$ cat src/design/dawt_pkg.sv
package dawt_pkg;

    // Default depth of the ring of sent-packet records.
    localparam int unsigned PENDING_ENTRIES_DEF = 16;

    // Width of the ack window carried in ack packets.
    localparam int unsigned WIN_BITS = 32;

    // Number of requests the front queue can hold.
    localparam int unsigned QUEUE_DEPTH = 2;

    // Largest value the acknowledged count can report.
    localparam logic [4:0] COUNT_MAX = 5'd31;

    // Command codes on the input channel.
    localparam logic [1:0] CMD_SEND = 2'd0;
    localparam logic [1:0] CMD_RECV = 2'd1;
    localparam logic [1:0] CMD_ACK  = 2'd2;

    // Operation class decided by the front part.
    typedef enum logic [1:0] {
        OP_SEND = 2'd0,
        OP_RECV = 2'd1,
        OP_ACK  = 2'd2,
        OP_NONE = 2'd3
    } t_op;

    typedef struct packed {
        logic [1:0]  cmd;
        logic [15:0] pkt_id;
        logic [15:0] ack_number;
        logic [31:0] ack_mask;
    } t_in_req;

    typedef struct packed {
        logic [15:0] latest_received;
        logic [31:0] window_bits;
        logic [4:0]  newly_acked;
    } t_out_rsp;

    // Classified request handed from the front part to the back part.
    typedef struct packed {
        t_op         op;
        logic [15:0] pkt_id;
        logic [15:0] ack_number;
        logic [31:0] ack_mask;
    } t_job;

endpackage

$ cat src/design/dawt_front.sv
module dawt_front (
    input  logic              i_clk,
    input  logic              i_rst_n,
    input  logic              i_valid,
    output logic              o_ready,
    input  dawt_pkg::t_in_req i_req,
    output logic              o_job_valid,
    output dawt_pkg::t_job    o_job,
    input  logic              i_job_pop
);

    localparam int unsigned QPW = (dawt_pkg::QUEUE_DEPTH > 1) ?
                                  $clog2(dawt_pkg::QUEUE_DEPTH) : 1;
    localparam int unsigned QCW = $clog2(dawt_pkg::QUEUE_DEPTH + 1);
    localparam logic [QPW-1:0] Q_LAST = QPW'(dawt_pkg::QUEUE_DEPTH - 1);
    localparam logic [QCW-1:0] Q_FULL = QCW'(dawt_pkg::QUEUE_DEPTH);

    dawt_pkg::t_job r_q [dawt_pkg::QUEUE_DEPTH];
    logic [QPW-1:0] r_wr_ptr, n_wr_ptr;
    logic [QPW-1:0] r_rd_ptr, n_rd_ptr;
    logic [QCW-1:0] r_cnt, n_cnt;
    dawt_pkg::t_job w_job;
    logic           w_push;

    // Decode the command into its operation class.
    always_comb begin
        w_job.pkt_id     = i_req.pkt_id;
        w_job.ack_number = i_req.ack_number;
        w_job.ack_mask   = i_req.ack_mask;
        case (i_req.cmd)
            dawt_pkg::CMD_SEND: w_job.op = dawt_pkg::OP_SEND;
            dawt_pkg::CMD_RECV: w_job.op = dawt_pkg::OP_RECV;
            dawt_pkg::CMD_ACK:  w_job.op = dawt_pkg::OP_ACK;
            default:            w_job.op = dawt_pkg::OP_NONE;
        endcase
    end

    assign o_ready     = (r_cnt != Q_FULL);
    assign w_push      = i_valid && o_ready;
    assign o_job_valid = (r_cnt != '0);
    assign o_job       = r_q[r_rd_ptr];

    always_comb begin
        n_wr_ptr = r_wr_ptr;
        n_rd_ptr = r_rd_ptr;
        n_cnt    = r_cnt;
        if (w_push) begin
            n_wr_ptr = (r_wr_ptr == Q_LAST) ? '0 : r_wr_ptr + 1'b1;
        end
        if (i_job_pop) begin
            n_rd_ptr = (r_rd_ptr == Q_LAST) ? '0 : r_rd_ptr + 1'b1;
        end
        if (w_push && !i_job_pop) begin
            n_cnt = r_cnt + 1'b1;
        end else if (!w_push && i_job_pop) begin
            n_cnt = r_cnt - 1'b1;
        end
    end

    always_ff @(posedge i_clk) begin
        if (!i_rst_n) begin
            r_wr_ptr <= '0;
            r_rd_ptr <= '0;
            r_cnt    <= '0;
        end else begin
            r_wr_ptr <= n_wr_ptr;
            r_rd_ptr <= n_rd_ptr;
            r_cnt    <= n_cnt;
        end
    end

    always_ff @(posedge i_clk) begin
        if (w_push) begin
            r_q[r_wr_ptr] <= w_job;
        end
    end

endmodule

$ cat src/design/dawt_back.sv
module dawt_back #(
    parameter int unsigned PENDING_ENTRIES = dawt_pkg::PENDING_ENTRIES_DEF
) (
    input  logic               i_clk,
    input  logic               i_rst_n,
    input  logic               i_job_valid,
    input  dawt_pkg::t_job     i_job,
    output logic               o_job_pop,
    output logic               o_rsp_valid,
    input  logic               i_rsp_ready,
    output dawt_pkg::t_out_rsp o_rsp
);

    localparam int unsigned IW = (PENDING_ENTRIES > 1) ? $clog2(PENDING_ENTRIES) : 1;
    localparam logic [IW-1:0] LAST_IDX = IW'(PENDING_ENTRIES - 1);

    typedef enum logic [2:0] {
        ST_IDLE = 3'b001,
        ST_SCAN = 3'b010,
        ST_DONE = 3'b100
    } t_state;

    t_state                   r_state, n_state;
    logic [IW-1:0]            r_ins_ptr, n_ins_ptr;
    logic [15:0]              r_newest, n_newest;
    logic [31:0]              r_window, n_window;
    logic [PENDING_ENTRIES-1:0] r_valid, n_valid;
    logic [PENDING_ENTRIES-1:0] r_acked, n_acked;
    logic [IW-1:0]            r_issue_idx, n_issue_idx;
    logic                     r_issue_more, n_issue_more;
    logic                     r_eval_vld, n_eval_vld;
    logic [IW-1:0]            r_eval_idx, n_eval_idx;
    logic [4:0]               r_count, n_count;
    logic [15:0]              r_ack_no, n_ack_no;
    logic [31:0]              r_bitmap, n_bitmap;
    logic                     r_out_valid, n_out_valid;
    dawt_pkg::t_out_rsp       r_out, n_out;

    logic [15:0]              r_mem [PENDING_ENTRIES];
    logic [15:0]              r_rd_id;
    logic                     w_mem_we;

    logic                     w_slot_free;
    logic [15:0]              w_step;
    logic [32:0]              w_shifted;
    logic [31:0]              w_recv_win;
    logic                     w_newer;
    logic                     w_older;
    logic [15:0]              w_eff_id;
    logic [15:0]              w_gap;
    logic [4:0]               w_bit_idx;
    logic                     w_hit;
    logic                     w_stop;
    logic                     w_mark;
    logic                     w_done;

    assign w_slot_free = !r_out_valid || i_rsp_ready;
    assign o_job_pop   = (r_state == ST_IDLE) && i_job_valid &&
                         (w_slot_free || (i_job.op == dawt_pkg::OP_ACK));

    // Window update for a received data packet. Shifting a leading one in
    // with the old window sets the bit of the previous newest id.
    assign w_newer    = (i_job.pkt_id > r_newest);
    assign w_older    = (i_job.pkt_id < r_newest);
    assign w_step     = i_job.pkt_id - r_newest;
    assign w_shifted  = {1'b1, r_window} >> w_step[5:0];
    assign w_recv_win = (w_step <= 16'd32) ? w_shifted[31:0] : '0;

    // Match test for the entry whose id arrived from the record memory.
    assign w_eff_id  = r_valid[r_eval_idx] ? r_rd_id : '0;
    assign w_gap     = r_ack_no - w_eff_id;
    assign w_bit_idx = 5'(6'd32 - w_gap[5:0]);
    assign w_hit     = (w_eff_id == r_ack_no) ||
                       ((w_eff_id < r_ack_no) && (w_gap <= 16'd32) && r_bitmap[w_bit_idx]);
    assign w_stop    = r_eval_vld && !r_acked[r_eval_idx] && (w_eff_id == '0);
    assign w_mark    = r_eval_vld && !r_acked[r_eval_idx] && (w_eff_id != '0) && w_hit;
    assign w_done    = w_stop || (r_eval_vld && (r_eval_idx == LAST_IDX));

    always_comb begin
        n_state      = r_state;
        n_ins_ptr    = r_ins_ptr;
        n_newest     = r_newest;
        n_window     = r_window;
        n_valid      = r_valid;
        n_acked      = r_acked;
        n_issue_idx  = r_issue_idx;
        n_issue_more = r_issue_more;
        n_eval_vld   = r_eval_vld;
        n_eval_idx   = r_eval_idx;
        n_count      = r_count;
        n_ack_no     = r_ack_no;
        n_bitmap     = r_bitmap;
        n_out_valid  = r_out_valid;
        n_out        = r_out;
        w_mem_we     = 1'b0;

        if (r_out_valid && i_rsp_ready) begin
            n_out_valid = 1'b0;
        end

        case (r_state)
            ST_IDLE: begin
                if (o_job_pop) begin
                    case (i_job.op)
                        dawt_pkg::OP_SEND: begin
                            w_mem_we           = 1'b1;
                            n_valid[r_ins_ptr] = 1'b1;
                            n_acked[r_ins_ptr] = 1'b0;
                            n_ins_ptr = (r_ins_ptr == LAST_IDX) ? '0 : r_ins_ptr + 1'b1;
                        end
                        dawt_pkg::OP_RECV: begin
                            if (w_older) begin
                                n_window = '0;
                                n_newest = i_job.pkt_id;
                            end else if (w_newer) begin
                                n_window = w_recv_win;
                                n_newest = i_job.pkt_id;
                            end
                        end
                        dawt_pkg::OP_ACK: begin
                            n_ack_no     = i_job.ack_number;
                            n_bitmap     = i_job.ack_mask;
                            n_issue_idx  = '0;
                            n_issue_more = 1'b1;
                            n_eval_vld   = 1'b0;
                            n_count      = '0;
                            n_state      = ST_SCAN;
                        end
                        default: begin
                        end
                    endcase
                    if (i_job.op != dawt_pkg::OP_ACK) begin
                        n_out_valid           = 1'b1;
                        n_out.latest_received = n_newest;
                        n_out.window_bits     = n_window;
                        n_out.newly_acked     = '0;
                    end
                end
            end
            ST_SCAN: begin
                // One address goes to the memory each cycle while the entry
                // read in the cycle before is checked.
                if (r_issue_more) begin
                    if (r_issue_idx == LAST_IDX) begin
                        n_issue_more = 1'b0;
                    end else begin
                        n_issue_idx = r_issue_idx + 1'b1;
                    end
                end
                n_eval_vld = r_issue_more && !w_stop;
                n_eval_idx = r_issue_idx;
                if (w_mark) begin
                    n_acked[r_eval_idx] = 1'b1;
                    if (r_count != dawt_pkg::COUNT_MAX) begin
                        n_count = r_count + 1'b1;
                    end
                end
                if (w_done) begin
                    n_state    = ST_DONE;
                    n_eval_vld = 1'b0;
                end
            end
            ST_DONE: begin
                if (w_slot_free) begin
                    n_out_valid           = 1'b1;
                    n_out.latest_received = r_newest;
                    n_out.window_bits     = r_window;
                    n_out.newly_acked     = r_count;
                    n_state               = ST_IDLE;
                end
            end
            default: begin
                n_state = ST_IDLE;
            end
        endcase
    end

    always_ff @(posedge i_clk) begin
        if (!i_rst_n) begin
            r_state      <= ST_IDLE;
            r_ins_ptr    <= '0;
            r_newest     <= '0;
            r_window     <= '0;
            r_valid      <= '0;
            r_acked      <= '0;
            r_issue_idx  <= '0;
            r_issue_more <= 1'b0;
            r_eval_vld   <= 1'b0;
            r_eval_idx   <= '0;
            r_count      <= '0;
            r_out_valid  <= 1'b0;
        end else begin
            r_state      <= n_state;
            r_ins_ptr    <= n_ins_ptr;
            r_newest     <= n_newest;
            r_window     <= n_window;
            r_valid      <= n_valid;
            r_acked      <= n_acked;
            r_issue_idx  <= n_issue_idx;
            r_issue_more <= n_issue_more;
            r_eval_vld   <= n_eval_vld;
            r_eval_idx   <= n_eval_idx;
            r_count      <= n_count;
            r_out_valid  <= n_out_valid;
        end
    end

    always_ff @(posedge i_clk) begin
        r_ack_no <= n_ack_no;
        r_bitmap <= n_bitmap;
        r_out    <= n_out;
    end

    // Record memory: one write port for new records, one registered read
    // port for the ack scan.
    always_ff @(posedge i_clk) begin
        if (w_mem_we) begin
            r_mem[r_ins_ptr] <= i_job.pkt_id;
        end
        r_rd_id <= r_mem[r_issue_idx];
    end

    assign o_rsp_valid = r_out_valid;
    assign o_rsp       = r_out;

endmodule

$ cat src/design/datagram_ack_window_tracker.sv
// Ack window tracker for one endpoint of a reliable datagram link.
// Requests arrive on a valid/ready channel (i_valid, o_ready, i_req) and
// every request produces exactly one response on a second valid/ready
// channel (o_valid, i_ready, o_rsp) that reports the newest received id,
// the outgoing 32-bit ack window and how many sent records the request
// acknowledged. Responses leave in request order.
// A front stage decodes each request into a two-entry queue; a back stage
// owns the record ring, the receive window and an output register.
// Send records, received data packets and unused commands pass through
// the queue and then the output register; with a ready receiver the
// block takes one such request per cycle.
// An ack request walks the record ring one entry per cycle through the
// registered read port of the record memory, and the back stage takes
// its next request only after the walk ends and the ack's response is
// loaded into the output register; an early stop ends the walk sooner.
// Reset clears the ring's valid and acked flags, the insert pointer, the
// receive state, the queue and the output valid flag; the block accepts
// requests in the first cycle after reset. When the receiver stalls, the
// response holds in the output register, the back stage stops at the next
// response, and the front queue keeps taking requests until it is full.
module datagram_ack_window_tracker #(
    parameter int unsigned PENDING_ENTRIES = dawt_pkg::PENDING_ENTRIES_DEF
) (
    input  logic               i_clk,
    input  logic               i_rst_n,
    input  logic               i_valid,
    output logic               o_ready,
    input  dawt_pkg::t_in_req  i_req,
    output logic               o_valid,
    input  logic               i_ready,
    output dawt_pkg::t_out_rsp o_rsp
);

    // Most records a single ack request can report.
    localparam int unsigned MAX_ACKED = (PENDING_ENTRIES > 31) ? 31 : PENDING_ENTRIES;

    logic           w_job_valid;
    logic           w_job_pop;
    dawt_pkg::t_job w_job;

    // The front stage classifies each request and buffers it.
    dawt_front u_front (
        .i_clk       (i_clk),
        .i_rst_n     (i_rst_n),
        .i_valid     (i_valid),
        .o_ready     (o_ready),
        .i_req       (i_req),
        .o_job_valid (w_job_valid),
        .o_job       (w_job),
        .i_job_pop   (w_job_pop)
    );

    // The back stage carries out one request at a time.
    dawt_back #(
        .PENDING_ENTRIES (PENDING_ENTRIES)
    ) u_back (
        .i_clk       (i_clk),
        .i_rst_n     (i_rst_n),
        .i_job_valid (w_job_valid),
        .i_job       (w_job),
        .o_job_pop   (w_job_pop),
        .o_rsp_valid (o_valid),
        .i_rsp_ready (i_ready),
        .o_rsp       (o_rsp)
    );

`ifndef SYNTHESIS
    // The back stage never takes a request from an empty queue.
    a_pop_needs_job: assert property (@(posedge i_clk) disable iff (!i_rst_n)
        w_job_pop |-> w_job_valid)
        else $error("request taken from an empty queue");

    // A full front queue always offers a request to the back stage.
    a_full_has_job: assert property (@(posedge i_clk) disable iff (!i_rst_n)
        !o_ready |-> w_job_valid)
        else $error("queue reports full but holds nothing");

    // No response can report more records than the ring holds.
    a_count_bound: assert property (@(posedge i_clk) disable iff (!i_rst_n)
        o_valid |-> (o_rsp.newly_acked <= 5'(MAX_ACKED)))
        else $error("acknowledged count exceeds the ring size");

    // An accepted request leaves the front queue non-empty in the next cycle
    // unless the back stage took a request in that same cycle.
    a_accept_queued: assert property (@(posedge i_clk) disable iff (!i_rst_n)
        (i_valid && o_ready && !w_job_pop) |=> w_job_valid)
        else $error("accepted request missing from the queue");
`endif

endmodule

$ cat config.mk
export PLATFORM = sky130hd
export DESIGN_NAME = datagram_ack_window_tracker
export DESIGN_NICKNAME = d
export VERILOG_FILES = /design/src/design/dawt_pkg.sv /design/src/design/dawt_front.sv /design/src/design/dawt_back.sv /design/src/design/datagram_ack_window_tracker.sv
export SDC_FILE = /design/constraint.sdc
export NUM_CORES = 1
export LEC_CHECK = 0
export ABC_CLOCK_PERIOD_IN_PS = 8000
export CAP_MARGIN = 0
export CORE_ASPECT_RATIO = 0.5
export CORE_MARGIN = 5
export CORE_UTILIZATION = 25
export CTS_BUF_LIST = sky130_fd_sc_hd__clkbuf_8
export DETAILED_ROUTE_END_ITERATION = 8
export DONT_BUFFER_PORTS = 1
export PLACE_DENSITY = 0.43
export SLEW_MARGIN = 10
export SYNTH_ARGS = -nofsm -noshare
export SYNTH_HDL_FRONTEND = slang
export SYNTH_SLANG_ARGS = --single-unit
$ cat constraint.sdc
create_clock -name i_clk -period 8 [get_ports i_clk]
set_input_delay 0.8 -clock i_clk [delete_from_list [all_inputs] [get_ports i_clk]]
set_output_delay 0.8 -clock i_clk [all_outputs]
set_load 0.02 [all_outputs]
==> impl_metrics.ini <==
[final_layout]
nets = 2038
drive_gt1_frac = 0.186
nFillCells = 10900
areaGrowthSynthToFinish_pct = 13.1

[drt]
dr.pass1.iters = 5
routed_wl_mm = 75.9
post-route-drc-count = 0
num_vias = 16400
drt_iter0_markers = 1295
drtAntennaViolNets = 0
viasPerCell = 4.77
post_drt_wl_per_cell_um = 22.0

[flow_run]
drv_cap = 0

[clock_network]
cts_buffer_depth = 3
cts_resized = 0
clkSlewWorstSetupHoldPaths_ns = 0.07
clk-insertion-delay-late_ns = 0.74
cts_root_buffer = clkbuf_8
clock-sinks = 613
cts_hold_buffers = 0
cts_tree = done
htree_num_levels = 3
postCtsSetupRepairBufs = 0
cts_buffers = 98

[sta]
tightestPinTransition_ns = 1.18
drv_slew = 0
setup_slack_ns = 2.19
min_period_ns = 5.81
fmax_mhz = 172
fin_crit_sh = 0.727
slew_headroom = 0.209
finalSetupTns_ns = 0
finalHoldViolations = 0
setup_viol = 0
rsz0062_at_grt = false
finalClockSkew_ns = 0.0487

[logic_synthesis]
yosysTopAreaCell = edfxtp_1
synthTopCellsByCount = edfxtp_1, nand2_1, dfxtp_1, mux4_2, nor2_1
synth_area_leaders = edfxtp_1, mux4_2, dfxtp_1
synth_top_area_share = 0.537
netlist_instances = 1905
ys_warn_count = 0
synthFlopType = edfxtp_1
ys_seq_elements = 613
syn_nets = 2018
synth-edff-count = 489
ys_types = 75
synth_area_um2 = 27300
synth_top_family_by_area = multiplexers
synthMuxAreaShare = 0.145
synthSimpleGateAreaFrac = 0.0867
synth_area_per_cell_um2 = 14.3
synthAdderAreaFrac = 0.0202
synth_compound_area_frac = 0.0875
yosys.area_share.xor_xnor = 0.00769
synth_most_common_cell = edfxtp_1
synth-seq-area-share = 0.628
async_flop_share = 0

[setup_path]
setup.worst_path.end_class = flip-flop
cp.arrival_ns = 6.40
path_class = flip-flop to flip-flop
crit_fanout = 56
startpoint_type = flip-flop
r2r_setup_slack_ns = 2.19
required_ns = 8.58

[global_route]
grt_max_degree = 57
grt_usage = 0.128
grt_pass1_wl_mm = 113
grt-ovfl-total = 0
first_global_vias = 16500
antenna_found_initial = 4

[power_and_ir_drop]
p_total_w = 0.00987
peakVddDrop_uv = 155
p_leak_nw = 10.2
power_density_nw_per_um2 = 319

[worst_hold_path]
hold_path.startpoint = i_req[48]
hold_path_class = input pin to flip-flop

[die]
initial_utilization = 0.253
pin_count = 125
die-area_um2 = 116000
die_y_um = 244
dieWidth_um = 478
rows = 85
core_area_um2 = 108000

[placed_design]
hpwlAfterDp_mm = 49.5
port_buffers = 0
place_congestion = 0.796
preCtsSetupSlack_ns = 2.12

[run_status]
outcome = completed
## sequential cells by signal, summed over array words and instances, names as in the netlist, 4 cells and up, named ones only
signal / count
u_front.r_q: 132
u_back.r_valid: 16
u_back.r_issue_idx: 4
u_back.r_rd_id: 16
u_back.r_count: 5
u_back.o_rsp: 53
u_back.r_eval_idx: 4
u_back.r_window: 32
u_back.r_bitmap: 32
u_back.r_mem: 256
u_back.r_acked: 16
u_back.r_ins_ptr: 4
u_back.r_newest: 16
u_back.r_ack_no: 16
## worst max-delay path, stage by stage, from the launching register on
cell	delay, ns
dfxtp_4	0.53
buf_4	0.66
mux2i_1	0.28
ha_2	0.25
fa_1	0.49
nor2b_1	0.15
o21a_1	0.15
o21ai_0	0.14
a21o_1	0.23
o21ai_0	0.16
and3_1	0.49
nand4_1	0.66
nor2_1	1.13
a32o_1	0.32
## report_power, final
| group | total (W) | switching, W | internal (W) |
|---|---|---|---|
| clock network | 0.00261 | 0.00129 | 0.00132 |
| logic | 0.00290 | 0.00197 | 0.000925 |
| registers | 0.00436 | 0.000338 | 0.00402 |
| total | 0.00987 | 0.00360 | 0.00627 |
## worst paths after layout
path                         to  depth (start not counted)
max            u_back.o_rsp[36]                         13
min          u_front.r_q[0][48]                          0
max reg2reg    u_back.o_rsp[36]                         13
min reg2reg  u_back.r_valid[11]                          1
## through the flow
step / util / std cells / hold WS [ns] / instance area (um2)
final: 0.286 / 3446 / 0.164 / 30900
after global routing: 0.286 / 3446 / 0.0892 / 30900
after CTS: 0.286 / 3443 / 0.0958 / 30900
after detailed placement: 0.268 / 3260 / 0.448 / 29000
after global placement: 0.268 / 3260 / 0.442 / 29000
after floorplan: - / 1905 / 0.435 / 27300
## cell type report
type	count	area, um2	share of cell area
clock inverter	78	452	0.0146
clock buffer	105	1450	0.0468
sequential	613	17200	0.556
antenna	3	7.51	0.000243
inverter	59	221	0.00717
tap	1435	1800	0.0581
timing repair buffer	34	255	0.00826
multi-input combinational	1119	9550	0.309
## cells by family (layout without fill, tap and decap cells)
family	count (synthesis)	after routing
other	0	3
adder cells (fa/ha/maj)	43	43
AO/OA/AOI/OAI	332	332
AND/OR/NAND/NOR	486	486
XOR/XNOR	24	24
multiplexers	234	234
buffers and inverters	173	276
flip-flops	613	613
## per-layer routing
layer	routed length, um	vias up	GRT usage
met3	3610	109	0.0282
met2	35600	354	0.205
li1	-	7564	-
met5	13	-	0
met4	1890	2	0.0359
met1	34800	8398	0.174
## layout by cell type (no fill, tap or decap), types with 8 or more instances in the layout
master,count
a2111oi_0,8
a211oi_1,33
a21o_1,18
a21oi_1,65
a22o_1,19
a32o_1,15
a41o_1,16
and2_1,22
and3_1,17
buf_4,34
clkbuf_8,105
clkinv_1,16
dfxtp_1,120
edfxtp_1,489
ha_1,40
inv_1,101
mux2_2,57
mux2i_1,53
mux4_2,124
nand2_1,140
nand2b_1,9
nand3_1,22
nand4_1,26
nor2_1,105
nor2b_1,17
nor3_1,52
nor4_1,29
o21a_1,26
o21ai_0,46
o22a_1,20
or3_1,11
xnor2_1,10
xor2_1,13
No activity file was read; power rests on OpenSTA's default activity.
